**src/sv/cfmj_pkg.sv**
```systemverilog
// Shared constants, types and filter tables of the CAN mailbox with J1939 decode.
package cfmj_pkg;

   // Default number of filter slots and the widest slot index the design allows.
   localparam int FILTER_SLOTS = 13;
   localparam int SLOT_IDX_W   = 5;

   // Identifier normalization and signal decode constants.
   localparam logic [28:0] STD_ID_MAX  = 29'h7FF;
   localparam int          FRAC_BITS   = 24;
   localparam logic [2:0]  MAX_BYTES   = 3'd4;

   // Request kinds.
   localparam logic REQ_STORE = 1'b0;
   localparam logic REQ_READ  = 1'b1;

   // Register indexes of the configuration port.
   localparam logic REG_EXTENDED_IDS = 1'b0;

   // Filter lists: 11-bit identifiers and J1939 PGNs.
   localparam int STD_ENTRIES = 13;
   localparam int PGN_ENTRIES = 12;
   localparam logic [15:0] STD_LIST [STD_ENTRIES] = '{
      16'h0250, 16'h0251, 16'h0254, 16'h022D, 16'h0361, 16'h03B5, 16'h03EC,
      16'h0450, 16'h065F, 16'h06A0, 16'h06A5, 16'h06A6, 16'h06B5
   };
   localparam logic [15:0] PGN_LIST [PGN_ENTRIES] = '{
      16'hFEE9, 16'hFEC1, 16'hFEF1, 16'hFEE5, 16'hFEFC, 16'hF004,
      16'hF003, 16'hFEEF, 16'hFEF5, 16'hFE6C, 16'hFEEE, 16'hFD09
   };

   // Filter entry of a slot; slots past the end of a list hold zero and never match.
   function automatic logic [15:0] filter_entry(input logic ext, input logic [SLOT_IDX_W-1:0] j);
      logic [15:0] e;
      e = 16'h0000;
      if (ext) begin
         if (j < SLOT_IDX_W'(PGN_ENTRIES)) e = PGN_LIST[j[3:0]];
      end else begin
         if (j < SLOT_IDX_W'(STD_ENTRIES)) e = STD_LIST[j[3:0]];
      end
      return e;
   endfunction

   // Outcome of a slot search.
   typedef struct packed {
      logic                  hit;
      logic [SLOT_IDX_W-1:0] idx;
   } cfmj_hit_type;

   // One request word as held in the input register.
   typedef struct packed {
      logic        req_type;
      logic [28:0] frame_id;
      logic [31:0] data_low;
      logic [31:0] data_high;
      logic [15:0] pgn;
      logic [3:0]  start_byte;
      logic [2:0]  byte_count;
      logic [24:0] scale;
      logic [15:0] offset;
   } cfmj_req_type;

   // Extracted signal waiting for scaling.
   typedef struct packed {
      logic        matched;
      logic [3:0]  slot_index;
      logic        not_available;
      logic        calc;
      logic [31:0] raw;
      logic [24:0] scale;
      logic [15:0] offset;
   } cfmj_ext_type;

   // One response word.
   typedef struct packed {
      logic        matched;
      logic [3:0]  slot_index;
      logic        not_available;
      logic [63:0] signal_value;
   } cfmj_rsp_type;

endpackage

```
**src/sv/cfmj_if.sv**
```systemverilog
// Request and response channel interfaces of the CAN mailbox.
interface cfmj_req_if;
   logic        valid;
   logic        ready;
   logic        req_type;
   logic [28:0] frame_id;
   logic [31:0] data_low;
   logic [31:0] data_high;
   logic [15:0] pgn;
   logic [3:0]  start_byte;
   logic [2:0]  byte_count;
   logic [24:0] scale;
   logic signed [15:0] offset;

   modport source (output valid, req_type, frame_id, data_low, data_high, pgn,
                   start_byte, byte_count, scale, offset, input ready);
   modport sink   (input valid, req_type, frame_id, data_low, data_high, pgn,
                   start_byte, byte_count, scale, offset, output ready);
endinterface

interface cfmj_rsp_if;
   logic        valid;
   logic        ready;
   logic        matched;
   logic [3:0]  slot_index;
   logic        not_available;
   logic signed [63:0] signal_value;

   modport source (output valid, matched, slot_index, not_available, signal_value,
                   input ready);
   modport sink   (input valid, matched, slot_index, not_available, signal_value,
                   output ready);
endinterface

```
**src/sv/can_id_filter_mailbox_j1939_signal.sv**
```systemverilog
// Top level: CAN latest-value mailbox with J1939 signal extraction and scaling.
// Pipeline: a word accepted into the input register moves on to the extract register
// and then to the output register, which holds its response until it is taken.
// Throughput: one word per cycle; output back-pressure ripples back to req ready,
// and the 32 by 25 bit multiply-add in front of the output register is the longest path.
// Reset (synchronous, active high) clears all slot valid bits, the pipeline and
// extended_ids; slot payloads are not cleared and are read only once valid.
module can_id_filter_mailbox_j1939_signal #(
   parameter int FILTER_SLOTS = cfmj_pkg::FILTER_SLOTS
) (
   input  logic        clock,
   input  logic        reset,
   cfmj_req_if.sink    req_ch,
   cfmj_rsp_if.source  rsp_ch,
   input  logic        psel,
   input  logic        penable,
   input  logic        pwrite,
   input  logic [2:0]  paddr,
   input  logic [31:0] pwdata,
   output logic [31:0] prdata,
   output logic        pready
);

   logic                   ext_ids_ff;
   logic                   s0_valid_ff;
   cfmj_pkg::cfmj_req_type s0_ff;
   logic                   s1_valid_ff;
   cfmj_pkg::cfmj_ext_type s1_ff;
   cfmj_pkg::cfmj_ext_type s1_in;
   logic                   s2_valid_ff;
   cfmj_pkg::cfmj_rsp_type s2_ff;
   cfmj_pkg::cfmj_rsp_type s2_in;
   logic                   s2_free;
   logic                   s1_free;
   logic                   s0_free;
   logic                   s0_move;
   logic                   s1_move;
   logic [15:0]            s0_key;
   logic [63:0]            s0_data;
   cfmj_pkg::cfmj_hit_type filt_hit;
   cfmj_pkg::cfmj_hit_type read_hit;
   logic [63:0]            read_data;
   logic [2:0]             count_eff;
   logic [31:0]            raw;
   logic [31:0]            ones;
   logic [56:0]            product;
   logic [63:0]            off_term;

   // Configuration port: single register, writes complete in the access phase.
   assign pready = 1'b1;
   assign prdata = (paddr[2] == cfmj_pkg::REG_EXTENDED_IDS) ? {31'b0, ext_ids_ff} : 32'b0;

   always_ff @(posedge clock) begin
      if (reset) begin
         ext_ids_ff <= 1'b0;
      end else if (psel && penable && pwrite && pready &&
                   (paddr[2] == cfmj_pkg::REG_EXTENDED_IDS)) begin
         ext_ids_ff <= pwdata[0];
      end
   end

   // Pipeline flow: each stage advances when the one after it has room.
   assign s2_free = !s2_valid_ff || rsp_ch.ready;
   assign s1_move = s1_valid_ff && s2_free;
   assign s1_free = !s1_valid_ff || s2_free;
   assign s0_move = s0_valid_ff && s1_free;
   assign s0_free = !s0_valid_ff || s1_free;
   assign req_ch.ready = s0_free;

   // Input register.
   always_ff @(posedge clock) begin
      if (reset) begin
         s0_valid_ff <= 1'b0;
      end else if (s0_free) begin
         s0_valid_ff <= req_ch.valid;
      end
      if (s0_free && req_ch.valid) begin
         s0_ff.req_type   <= req_ch.req_type;
         s0_ff.frame_id   <= req_ch.frame_id;
         s0_ff.data_low   <= req_ch.data_low;
         s0_ff.data_high  <= req_ch.data_high;
         s0_ff.pgn        <= req_ch.pgn;
         s0_ff.start_byte <= req_ch.start_byte;
         s0_ff.byte_count <= req_ch.byte_count;
         s0_ff.scale      <= req_ch.scale;
         s0_ff.offset     <= req_ch.offset;
      end
   end

   // Identifier normalization: extended identifiers give their PGN field.
   assign s0_key  = (s0_ff.frame_id > cfmj_pkg::STD_ID_MAX) ? s0_ff.frame_id[23:8]
                                                             : {5'b0, s0_ff.frame_id[10:0]};
   assign s0_data = {s0_ff.data_high, s0_ff.data_low};

   cfmj_mailbox #(
      .FILTER_SLOTS(FILTER_SLOTS)
   ) u_mailbox (
      .clock      (clock),
      .reset      (reset),
      .ext_ids    (ext_ids_ff),
      .store_en   (s0_move && (s0_ff.req_type == cfmj_pkg::REQ_STORE)),
      .store_key  (s0_key),
      .store_data (s0_data),
      .read_key   (s0_ff.pgn),
      .filt_hit   (filt_hit),
      .read_hit   (read_hit),
      .read_data  (read_data)
   );

   // Little-endian byte pick; positions outside bytes 1 to 8 read as zero.
   assign count_eff = (s0_ff.byte_count > cfmj_pkg::MAX_BYTES) ? cfmj_pkg::MAX_BYTES
                                                                : s0_ff.byte_count;
   always_comb begin
      raw  = '0;
      ones = '0;
      for (int i = 0; i < 4; i++) begin
         logic [4:0] pos;
         logic [2:0] sel;
         pos = {1'b0, s0_ff.start_byte} + 5'(i);
         sel = 3'(pos - 5'd1);
         if (3'(i) < count_eff) begin
            ones[i*8 +: 8] = 8'hFF;
            if ((pos >= 5'd1) && (pos <= 5'd8)) begin
               raw[i*8 +: 8] = read_data[sel*8 +: 8];
            end
         end
      end
   end

   // Extract stage result: store reports the filter outcome, read the lookup.
   always_comb begin
      s1_in = '0;
      s1_in.raw    = raw;
      s1_in.scale  = s0_ff.scale;
      s1_in.offset = s0_ff.offset;
      if (s0_ff.req_type == cfmj_pkg::REQ_STORE) begin
         s1_in.matched    = filt_hit.hit;
         s1_in.slot_index = filt_hit.idx[3:0];
      end else if (read_hit.hit) begin
         s1_in.matched       = 1'b1;
         s1_in.slot_index    = read_hit.idx[3:0];
         s1_in.not_available = (raw == ones);
         s1_in.calc          = (raw != ones);
      end
   end

   always_ff @(posedge clock) begin
      if (reset) begin
         s1_valid_ff <= 1'b0;
      end else if (s1_free) begin
         s1_valid_ff <= s0_valid_ff;
      end
      if (s0_move) begin
         s1_ff <= s1_in;
      end
   end

   // Scaling: raw times resolution plus the whole-number offset in Q.24.
   assign product  = 57'(s1_ff.raw) * 57'(s1_ff.scale);
   assign off_term = {{(64 - 16 - cfmj_pkg::FRAC_BITS){s1_ff.offset[15]}}, s1_ff.offset,
                      {cfmj_pkg::FRAC_BITS{1'b0}}};

   always_comb begin
      s2_in.matched       = s1_ff.matched;
      s2_in.slot_index    = s1_ff.slot_index;
      s2_in.not_available = s1_ff.not_available;
      s2_in.signal_value  = s1_ff.calc ? (64'(product) + off_term) : 64'b0;
   end

   // Output register.
   always_ff @(posedge clock) begin
      if (reset) begin
         s2_valid_ff <= 1'b0;
      end else if (s2_free) begin
         s2_valid_ff <= s1_valid_ff;
      end
      if (s1_move) begin
         s2_ff <= s2_in;
      end
   end

   assign rsp_ch.valid         = s2_valid_ff;
   assign rsp_ch.matched       = s2_ff.matched;
   assign rsp_ch.slot_index    = s2_ff.slot_index;
   assign rsp_ch.not_available = s2_ff.not_available;
   assign rsp_ch.signal_value  = s2_ff.signal_value;

   // A word waiting in the extract register is not lost while the output stalls.
   assert property (@(posedge clock) disable iff (reset)
      (s1_valid_ff && !s2_free) |=> s1_valid_ff)
      else $error("extract stage dropped a word under stall");

   // Not available forces a zero value and implies a found frame.
   assert property (@(posedge clock) disable iff (reset)
      (s2_valid_ff && s2_ff.not_available) |->
      (s2_ff.matched && (s2_ff.signal_value == 64'b0)))
      else $error("not-available response carries a value");

   // A miss reports slot zero and no value.
   assert property (@(posedge clock) disable iff (reset)
      (s2_valid_ff && !s2_ff.matched) |->
      ((s2_ff.slot_index == 4'd0) && (s2_ff.signal_value == 64'b0)))
      else $error("miss response carries a slot or value");

   // Scaling is only requested for a read that found a frame.
   assert property (@(posedge clock) disable iff (reset)
      (s1_valid_ff && s1_ff.calc) |-> (s1_ff.matched && !s1_ff.not_available))
      else $error("scaling enabled without a found frame");

endmodule

```
**src/sv/cfmj_mailbox.sv**
```systemverilog
// Slot store of the mailbox: filter match, payload slots and lookup by identifier.
module cfmj_mailbox #(
   parameter int FILTER_SLOTS = cfmj_pkg::FILTER_SLOTS
) (
   input  logic                   clock,
   input  logic                   reset,
   input  logic                   ext_ids,
   input  logic                   store_en,
   input  logic [15:0]            store_key,
   input  logic [63:0]            store_data,
   input  logic [15:0]            read_key,
   output cfmj_pkg::cfmj_hit_type filt_hit,
   output cfmj_pkg::cfmj_hit_type read_hit,
   output logic [63:0]            read_data
);

   localparam int SLOT_W = (FILTER_SLOTS > 1) ? $clog2(FILTER_SLOTS) : 1;

   logic [FILTER_SLOTS-1:0] slot_valid_ff;
   logic [15:0]             slot_key_ff [FILTER_SLOTS];
   logic [63:0]             slot_data_ff [FILTER_SLOTS];
   logic                    write_en;
   logic [SLOT_W-1:0]       write_slot;
   logic [SLOT_W-1:0]       read_slot;

   // First filter entry equal to the key; walking down lets the lowest slot win.
   always_comb begin
      filt_hit = '0;
      for (int j = FILTER_SLOTS - 1; j >= 0; j--) begin
         logic [15:0] e;
         e = cfmj_pkg::filter_entry(ext_ids, cfmj_pkg::SLOT_IDX_W'(j));
         if ((e != 16'h0000) && (e == store_key)) begin
            filt_hit.hit = 1'b1;
            filt_hit.idx = cfmj_pkg::SLOT_IDX_W'(j);
         end
      end
   end

   // First valid slot that holds the requested identifier.
   always_comb begin
      read_hit = '0;
      for (int j = FILTER_SLOTS - 1; j >= 0; j--) begin
         if (slot_valid_ff[j] && (slot_key_ff[j] == read_key)) begin
            read_hit.hit = 1'b1;
            read_hit.idx = cfmj_pkg::SLOT_IDX_W'(j);
         end
      end
   end

   assign write_en   = store_en && filt_hit.hit;
   assign write_slot = filt_hit.idx[SLOT_W-1:0];
   assign read_slot  = read_hit.idx[SLOT_W-1:0];
   assign read_data  = slot_data_ff[read_slot];

   // Valid bits are cleared by reset; a slot becomes valid on its first store.
   always_ff @(posedge clock) begin
      if (reset) begin
         slot_valid_ff <= '0;
      end else if (write_en) begin
         slot_valid_ff[write_slot] <= 1'b1;
      end
   end

   // Key and payload of the latest frame in each slot.
   always_ff @(posedge clock) begin
      if (write_en) begin
         slot_key_ff[write_slot]  <= store_key;
         slot_data_ff[write_slot] <= store_data;
      end
   end

   // A hit only ever names a slot that exists.
   assert property (@(posedge clock) disable iff (reset)
      filt_hit.hit |-> (int'(filt_hit.idx) < FILTER_SLOTS))
      else $error("filter hit names a slot past the table");

   // A stored frame is visible in its slot on the next cycle.
   assert property (@(posedge clock) disable iff (reset)
      write_en |=> slot_valid_ff[$past(write_slot)])
      else $error("stored slot not marked valid");

   // Lookup never reports a slot that was never written.
   assert property (@(posedge clock) disable iff (reset)
      read_hit.hit |-> slot_valid_ff[read_slot])
      else $error("lookup hit on an empty slot");

endmodule

```
**src/flat_wrapper.sv**
```systemverilog
// flat-port wrapper written by rule: the top's interface ports become plain ports
module can_id_filter_mailbox_j1939_signal_flat 
#(
   parameter int FILTER_SLOTS = cfmj_pkg::FILTER_SLOTS
)
  (clock, reset, psel, penable, pwrite, paddr, pwdata, prdata, pready, req_ch_valid, req_ch_req_type, req_ch_frame_id, req_ch_data_low, req_ch_data_high, req_ch_pgn, req_ch_start_byte, req_ch_byte_count, req_ch_scale, req_ch_offset, req_ch_ready, rsp_ch_valid, rsp_ch_matched, rsp_ch_slot_index, rsp_ch_not_available, rsp_ch_signal_value, rsp_ch_ready);
  cfmj_req_if req_ch_i ();
  cfmj_rsp_if rsp_ch_i ();
  input  logic clock;
  input  logic reset;
  input  logic psel;
  input  logic penable;
  input  logic pwrite;
  input  logic [2:0] paddr;
  input  logic [31:0] pwdata;
  output logic [31:0] prdata;
  output logic pready;
  input wire logic [$bits(req_ch_i.valid)-1:0] req_ch_valid;
  input wire logic [$bits(req_ch_i.req_type)-1:0] req_ch_req_type;
  input wire logic [$bits(req_ch_i.frame_id)-1:0] req_ch_frame_id;
  input wire logic [$bits(req_ch_i.data_low)-1:0] req_ch_data_low;
  input wire logic [$bits(req_ch_i.data_high)-1:0] req_ch_data_high;
  input wire logic [$bits(req_ch_i.pgn)-1:0] req_ch_pgn;
  input wire logic [$bits(req_ch_i.start_byte)-1:0] req_ch_start_byte;
  input wire logic [$bits(req_ch_i.byte_count)-1:0] req_ch_byte_count;
  input wire logic [$bits(req_ch_i.scale)-1:0] req_ch_scale;
  input wire logic [$bits(req_ch_i.offset)-1:0] req_ch_offset;
  output wire logic [$bits(req_ch_i.ready)-1:0] req_ch_ready;
  output wire logic [$bits(rsp_ch_i.valid)-1:0] rsp_ch_valid;
  output wire logic [$bits(rsp_ch_i.matched)-1:0] rsp_ch_matched;
  output wire logic [$bits(rsp_ch_i.slot_index)-1:0] rsp_ch_slot_index;
  output wire logic [$bits(rsp_ch_i.not_available)-1:0] rsp_ch_not_available;
  output wire logic [$bits(rsp_ch_i.signal_value)-1:0] rsp_ch_signal_value;
  input wire logic [$bits(rsp_ch_i.ready)-1:0] rsp_ch_ready;
  assign req_ch_i.valid = req_ch_valid;
  assign req_ch_i.req_type = req_ch_req_type;
  assign req_ch_i.frame_id = req_ch_frame_id;
  assign req_ch_i.data_low = req_ch_data_low;
  assign req_ch_i.data_high = req_ch_data_high;
  assign req_ch_i.pgn = req_ch_pgn;
  assign req_ch_i.start_byte = req_ch_start_byte;
  assign req_ch_i.byte_count = req_ch_byte_count;
  assign req_ch_i.scale = req_ch_scale;
  assign req_ch_i.offset = req_ch_offset;
  assign req_ch_ready = req_ch_i.ready;
  assign rsp_ch_valid = rsp_ch_i.valid;
  assign rsp_ch_matched = rsp_ch_i.matched;
  assign rsp_ch_slot_index = rsp_ch_i.slot_index;
  assign rsp_ch_not_available = rsp_ch_i.not_available;
  assign rsp_ch_signal_value = rsp_ch_i.signal_value;
  assign rsp_ch_i.ready = rsp_ch_ready;
  can_id_filter_mailbox_j1939_signal #(.FILTER_SLOTS(FILTER_SLOTS)) u_core (.clock(clock), .reset(reset), .req_ch(req_ch_i), .rsp_ch(rsp_ch_i), .psel(psel), .penable(penable), .pwrite(pwrite), .paddr(paddr), .pwdata(pwdata), .prdata(prdata), .pready(pready));
endmodule
```
**config.mk**
```make
export PLATFORM = sky130hd
export DESIGN_NAME = can_id_filter_mailbox_j1939_signal_flat
export DESIGN_NICKNAME = d
export VERILOG_FILES = /design/src/sv/cfmj_pkg.sv /design/src/sv/cfmj_if.sv /design/src/sv/can_id_filter_mailbox_j1939_signal.sv /design/src/sv/cfmj_mailbox.sv /design/src/flat_wrapper.sv
export SDC_FILE = /design/constraint.sdc
export NUM_CORES = 2
export LEC_CHECK = 0
export ABC_AREA = 1
export BUFFER_PORTS_ARGS = -buffer_cell sky130_fd_sc_hd__buf_2
export CELL_PAD_IN_SITES_DETAIL_PLACEMENT = 1
export CELL_PAD_IN_SITES_GLOBAL_PLACEMENT = 1
export CORE_UTILIZATION = 50
export DETAILED_ROUTE_END_ITERATION = 7
export GPL_TIMING_DRIVEN = 0
export PLACE_DENSITY = 0.87
export SLEW_MARGIN = 15
export SYNTH_ARGS = -nofsm -noshare
export SYNTH_HDL_FRONTEND = slang
export SYNTH_SLANG_ARGS = --single-unit
```
**constraint.sdc**
```tcl
create_clock -name clock -period 10.9 [get_ports clock]
set_input_delay 2.18 -clock clock [delete_from_list [all_inputs] [get_ports clock]]
set_output_delay 2.18 -clock clock [all_outputs]
set_load 0.01 [all_outputs]
```
-- Word-level counts from Yosys, hierarchy flattened
Memories as Yosys holds them, arrays and structs flattened.
Index checks and enable logic that the tools add are counted.
- bits in registers: 325
- RAM bits: 1040
- bits of input ports: 200
- memories kept: 2
- memory list (name ; depth ; width ; read ports ; clocked after Yosys merged registers in ; wr ports ; line ; RTL):
    u_core.u_mailbox.slot_data_ff ; 13 ; 64 ; 1 ; 0 ; 1 ; cfmj_mailbox.sv:21 ; logic [63:0] slot_data_ff [FILTER_SLOTS];
    u_core.u_mailbox.slot_key_ff ; 13 ; 16 ; 13 ; 0 ; 1 ; cfmj_mailbox.sv:20 ; logic [15:0] slot_key_ff [FILTER_SLOTS];
- $add $sub $neg: 8
- $mul: 1
- magnitude comparators: 16
- equal/unequal tests: 28
- shifts and indexed selects: 4
- multiplexer cells: 60
- bitwise logic cells: 3
- reduce and logical (&&, ||, !) cells: 59
- operators with widths (cell ; number):
    == test 16 bit ; 26
    indexed part select 64 x 7 -> 8 bit ; 4
    2-to-1 mux 16 bit ; 13
    nonzero test 16 bit ; 13
    2-to-1 mux 6 bit ; 26
    2-to-1 mux 8 bit ; 12
    adder 58 x 40 -> 59 bit ; 1
    multiplier 32 x 25 -> 57 bit ; 1
    logical AND 1 bit ; 39
    == test 32 bit ; 1
    != test 32 bit ; 1
    greater-than comparator 29 x 11 -> 1 bit, second input constant ; 1
    greater-or-equal comparator 5 x 1 -> 1 bit, second input constant ; 3
    less-or-equal comparator 5 x 4 -> 1 bit, second input constant ; 3
    bitwise OR 13 bit ; 1
    subtractor 3 x 1 -> 3 bit, second input constant ; 4
    2-to-1 mux 11 bit ; 1
    adder 4 x 2 -> 5 bit, second input constant ; 2
    greater-or-equal comparator 4 x 1 -> 1 bit, second input constant ; 2
    2-to-1 mux 7 bit ; 1
    < comparator 1 x 3 -> 1 bit, first input constant ; 2
    < comparator 2 x 3 -> 1 bit, first input constant ; 2
    adder 4 x 1 -> 5 bit, second input constant ; 1
    < comparator 4 x 5 -> 1 bit, second input constant ; 1
    10 further kinds ; 18

-- Longest topological paths before layout
An unclocked memory read counts as a cell.
- word-level depth: 23
- gate-level depth with buffers: 59
- depth with buffers taken out: 57

-- Modules after synthesis
Synthesis repeated with hierarchy kept, for this count alone.
- cell total of the unflattened synthesis: 9571
- area, all modules: 89240.6 um^2
- modules (own cells, without submodules) (module ; times used ; cells each ; area each (um^2)):
    cfmj_mailbox ; 1 ; 4488 ; 47424.2
    can_id_filter_mailbox_j1939_signal ; 1 ; 5083 ; 41816.4

-- Least setup slack after synthesis
No wires, ideal clock.
- path kind: register -> register
- start point: register u_core.s1_ff[50] (netlist name)
- end point: register u_core.s2_ff, in the netlist u_core.rsp_ch.signal_value[57], data pin
- setup time: 0.288 ns
- arrival time: 8.626 ns
- required time: 10.612 ns
- path slack: 1.986 ns
- cell stages (with the launch flop): 51
- period minus slack after synthesis: 8.914 ns
- cell sequence: edfxtp_1 -> clkbuf_1 -> clkbuf_1 -> nand2_1 -> inv_1 -> fa_1 -> inv_1 -> fa_1 -> inv_1 -> fa_1 -> ha_1 -> fa_1 -> inv_1 -> fa_1 -> fa_1 -> inv_1 -> ha_1 -> nand2_1 -> [... 15 more ...] -> a21oi_1 -> o21ai_0 -> a21oi_1 -> nand2_1 -> a21oi_1 -> o21ai_0 -> a31oi_1 -> inv_1 -> a21oi_1 -> o21ai_0 -> a21boi_0 -> o21a_1 -> o21a_1 -> nor2_1 -> nor2_1 -> o21bai_1 -> o21ai_0 -> a21oi_1
- cells in the longest elaborated chain, start to end: 2
- ends and longest elaborated chain (what ; line ; RTL):
    start: declaration ; can_id_filter_mailbox_j1939_signal.sv:28 ; cfmj_pkg::cfmj_ext_type s1_ff;
    start signal: assignment ; can_id_filter_mailbox_j1939_signal.sv:154 ; s1_ff <= s1_in;
    multiplier 32 x 25 -> 57 bit ; can_id_filter_mailbox_j1939_signal.sv:159 ; assign product = 57'(s1_ff.raw) * 57'(s1_ff.scale);
    adder 58 x 40 -> 59 bit ; can_id_filter_mailbox_j1939_signal.sv:167 ; s2_in.signal_value = s1_ff.calc ? (64'(product) + off_term) : 64'b0;
    end signal: assignment ; can_id_filter_mailbox_j1939_signal.sv:178 ; s2_ff <= s2_in;
    end: declaration ; can_id_filter_mailbox_j1939_signal.sv:31 ; cfmj_pkg::cfmj_rsp_type s2_ff;
Every way passes these cells.
A chain may end at the register's enable or synchronous reset.

-- Worst setup path after layout
- start point: register u_core.s1_ff[71] (netlist name)
- end point: register u_core.s2_ff, in the netlist u_core.rsp_ch.signal_value[62], data pin
The elaborated chain is that of the path after synthesis.

==> reports/results.tsv <==
stage	metric	value	unit
worst_setup_path	critPathMostFrequentCell	inv_1	
synth	ys_types	64	
flow_run	drv_cap	0	
cts	clk_latency	0.90	ns
synth	netlist_instances	8821	
timing	tightest_slew	1.231	ns
cts	cts_tree	yes	
timing	finalClockSkew	0.1125	ns
final_layout	nets	10450	
worst_setup_path	worstSetupPathType	register to register	
worst_setup_path	start_kind	register	
timing	layout_min_cycle_time	10.60	ns
synth	synthFlopType	edfxtp_1	
min_path	worst_hold_path_type	register to register	
cts	numCtsBuffers	148	
routing	ant_nets	0	
final_layout	area_growth	12.97	%
synth	synth.area.top_cells	edfxtp_1 (47%), fa_1 (16%), nand2_1 (9.8%), inv_1 (6.7%), nand3_1 (5.5%)	
synth	ys_seq_area_share	47.22	%
floorplanning	die_area	173900	um2
cts	cts_buffer_depth	3	
floorplanning	start_util	50.60	%
synth	synth_area_per_cell	9.765	um2
synth	synth_top_area_share	46.82	%
routing	drtPass1Iterations	6	
place	dp_hpwl	254.7	mm
timing	fin_tns_setup	0	ns
final_layout	ff_latch_area	40670	um2
floorplanning	die_w	417.1	um
status	status	finished clean	
routing	wl_per_cell	30.38	um
global_route	grt_use_total	40.91	%
synth	synth_area	86140	um2
timing	finalMaxSlewViolations	0	
synth	yosysWarnings	0	
worst_setup_path	crit_required	11.38	ns
floorplanning	die_h	417.1	um
synth	synthArstFlopShare	0	%
timing	period_share	97.25	%
worst_setup_path	slowest_stage	clkbuf_1	
final_layout	multi_input_area	37550	um2
cts	clock-sinks	1360	
synth	synth_edf_count	1343	
synth	synth_area_leader_cell	edfxtp_1	
global_route	grt_pass1_vias	77920	
cts	root_buffer	clkbuf_16	
synth	ys_seq_elements	1360	
global_route	grt_max_degree	87	
routing	drtIter0Drc	8633	
synth	yosysMostFrequentCell	nand2_1	
timing	finalSetupViolations	0	
worst_setup_path	max_stage_delay	0.74	ns
timing	hold_violations	0	
timing	fmax	94.33	MHz
global_route	grt-ovfl-total	0	
global_route	antenna_found_initial	14	
worst_setup_path	crit_path_end_kind	register	
floorplanning	rows	151	
final_layout	fillers	18840	
routing	drc	0	
routing	vias	72320	
routing	via_per_inst	6.159	
floorplanning	core	170200	um2
final_layout	drive_gt1_share	10.49	%
worst_setup_path	arrival	11.09	ns
routing	drt-total-wl	356.7	mm
cts	h-tree-depth	4	
cts	path_clk_slew	0.07	ns
global_route	grt_pass1_wl	512.2	mm
floorplanning	pin_count	305	
cts	hold_buffers	0	
worst_setup_path	crit_fanout	10	
place	place.gp.congestion	1.029	
synth	ys_top_cells_by_count	nand2_1 (2246), inv_1 (1537), edfxtp_1 (1343), nand3_1 (945), fa_1 (688)	
place	port_buffers	238	
final_layout	final_util	57.17	%
timing	slew-limit-headroom	17.96	%
worst max-delay path, delay by kind of cell (launching register included):
family / cells / cell delay, ns
flops: 1 / 0.32
compound gates: 17 / 2.98
buf+inv: 10 / 1.84
fa+ha+maj: 9 / 4.38
xor+xnor: 1 / 0.18
simple gates: 4 / 0.47
path summary, 6_finish.rpt:
path	startpoint	end	slack, ns	cells past startpoint
setup / recovery	u_core.s1_ff[71]$_DFFE_PP_	u_core.rsp_ch.signal_value[62]$_SDFFCE_PN0P_	0.30	41
hold / removal	u_core.s0_ff[28]$_DFFE_PP_	u_core.s1_ff[28]$_DFFE_PP_	0.39	0
setup reg to reg	u_core.s1_ff[71]$_DFFE_PP_	u_core.rsp_ch.signal_value[62]$_SDFFCE_PN0P_	0.30	41
hold reg to reg	u_core.s0_ff[28]$_DFFE_PP_	u_core.s1_ff[28]$_DFFE_PP_	0.39	0
flip-flops by register name, indices dropped and copies added, names as in the netlist, 4 cells and up:
| register | count |
|---|---|
| u_core.off_term | 16 |
| u_core.rsp_ch.signal_value | 59 |
| u_core.rsp_ch.slot_index | 4 |
| u_core.s0_data | 64 |
| u_core.s0_ff | 94 |
| u_core.s1_ff | 64 |
| u_core.u_mailbox.slot_data_ff | 832 |
| u_core.u_mailbox.slot_key_ff | 208 |
| u_core.u_mailbox.slot_valid_ff | 13 |
placed cells by master (no fill, tap or decap), types with 12 or more instances in the layout:
cell	n
bufinv_16	14
nor2_4	13
nand3_1	945
a21oi_1	197
a31oi_1	23
inv_1	1534
nand2_1	2245
buf_4	126
o21ai_1	34
clkbuf_2	51
o211ai_1	13
nor2_1	360
buf_2	369
or2_1	13
clkinv_1	29
clkbuf_1	153
nand3b_1	65
buf_1	15
o2111ai_1	12
nor4_1	29
conb_1	32
clkbuf_16	151
buf_6	23
dfxtp_1	17
edfxtp_1	1343
fa_1	688
ha_1	234
clkbuf_4	25
xnor2_1	34
o21a_1	24
xor2_1	80
o21ai_0	130
nor3_1	82
buf_12	47
clkinv_2	19
inv_2	20
buf_16	15
or2_2	33
nand4_1	63
timing repair:
action                     in CTS  in global routing
resized for setup             113                 91
setup buffers                  31                 21
pin swaps                       0                  4
setup endpoints to repair      11                  8
metal layers:
layer	track usage, %	share of wire [%]	routed length, um
met5	0	0.021	75
met4	32.91	9.6	34270
met3	10.64	11	39570
met2	65.61	46	164600
met1	46.38	33	118200
kinds of logic (layout without fill, tap and decap cells):
logic type / Yosys count / count (layout) / synth area share [%]
other cells: 2 / 37 / 0.008719
simple gates: 3881 / 3881 / 19.24
flops: 1360 / 1360 / 47.22
buf+inv: 2037 / 2629 / 9.596
fa+ha+maj: 928 / 928 / 19.48
compound gates: 498 / 498 / 3.292
xor+xnor: 115 / 115 / 1.169
stage by stage:
stage          setup slack (ns)  instances  hold slack (ns)  cell area (um2)
2_1_floorplan             1.986       8851           0.4003            86250
3_3_place_gp             -1.180      11380           0.4056            90310
6_report                 0.2994      11740           0.3866            97310
5_1_grt                -0.06964      11740           0.4095            97300
4_1_cts                0.009473      11720           0.3904            97010
3_5_place_dp             -1.207      11440           0.4051            91670
final cells by class:
cell class | instances | area share (%)
clock inverter | 79 | 0.9643
clock buffer | 193 | 4.096
timing repair buffer | 346 | 2.970
antenna | 5 | 0.01286
sequential | 1360 | 41.79
tap | 2295 | 2.951
multi-input combinational | 5454 | 38.58
buffer | 445 | 2.572
inverter | 1566 | 6.056
Power is not shown: default switching activity piles up to over one toggle a cycle in this logic, so the estimate is an artifact.
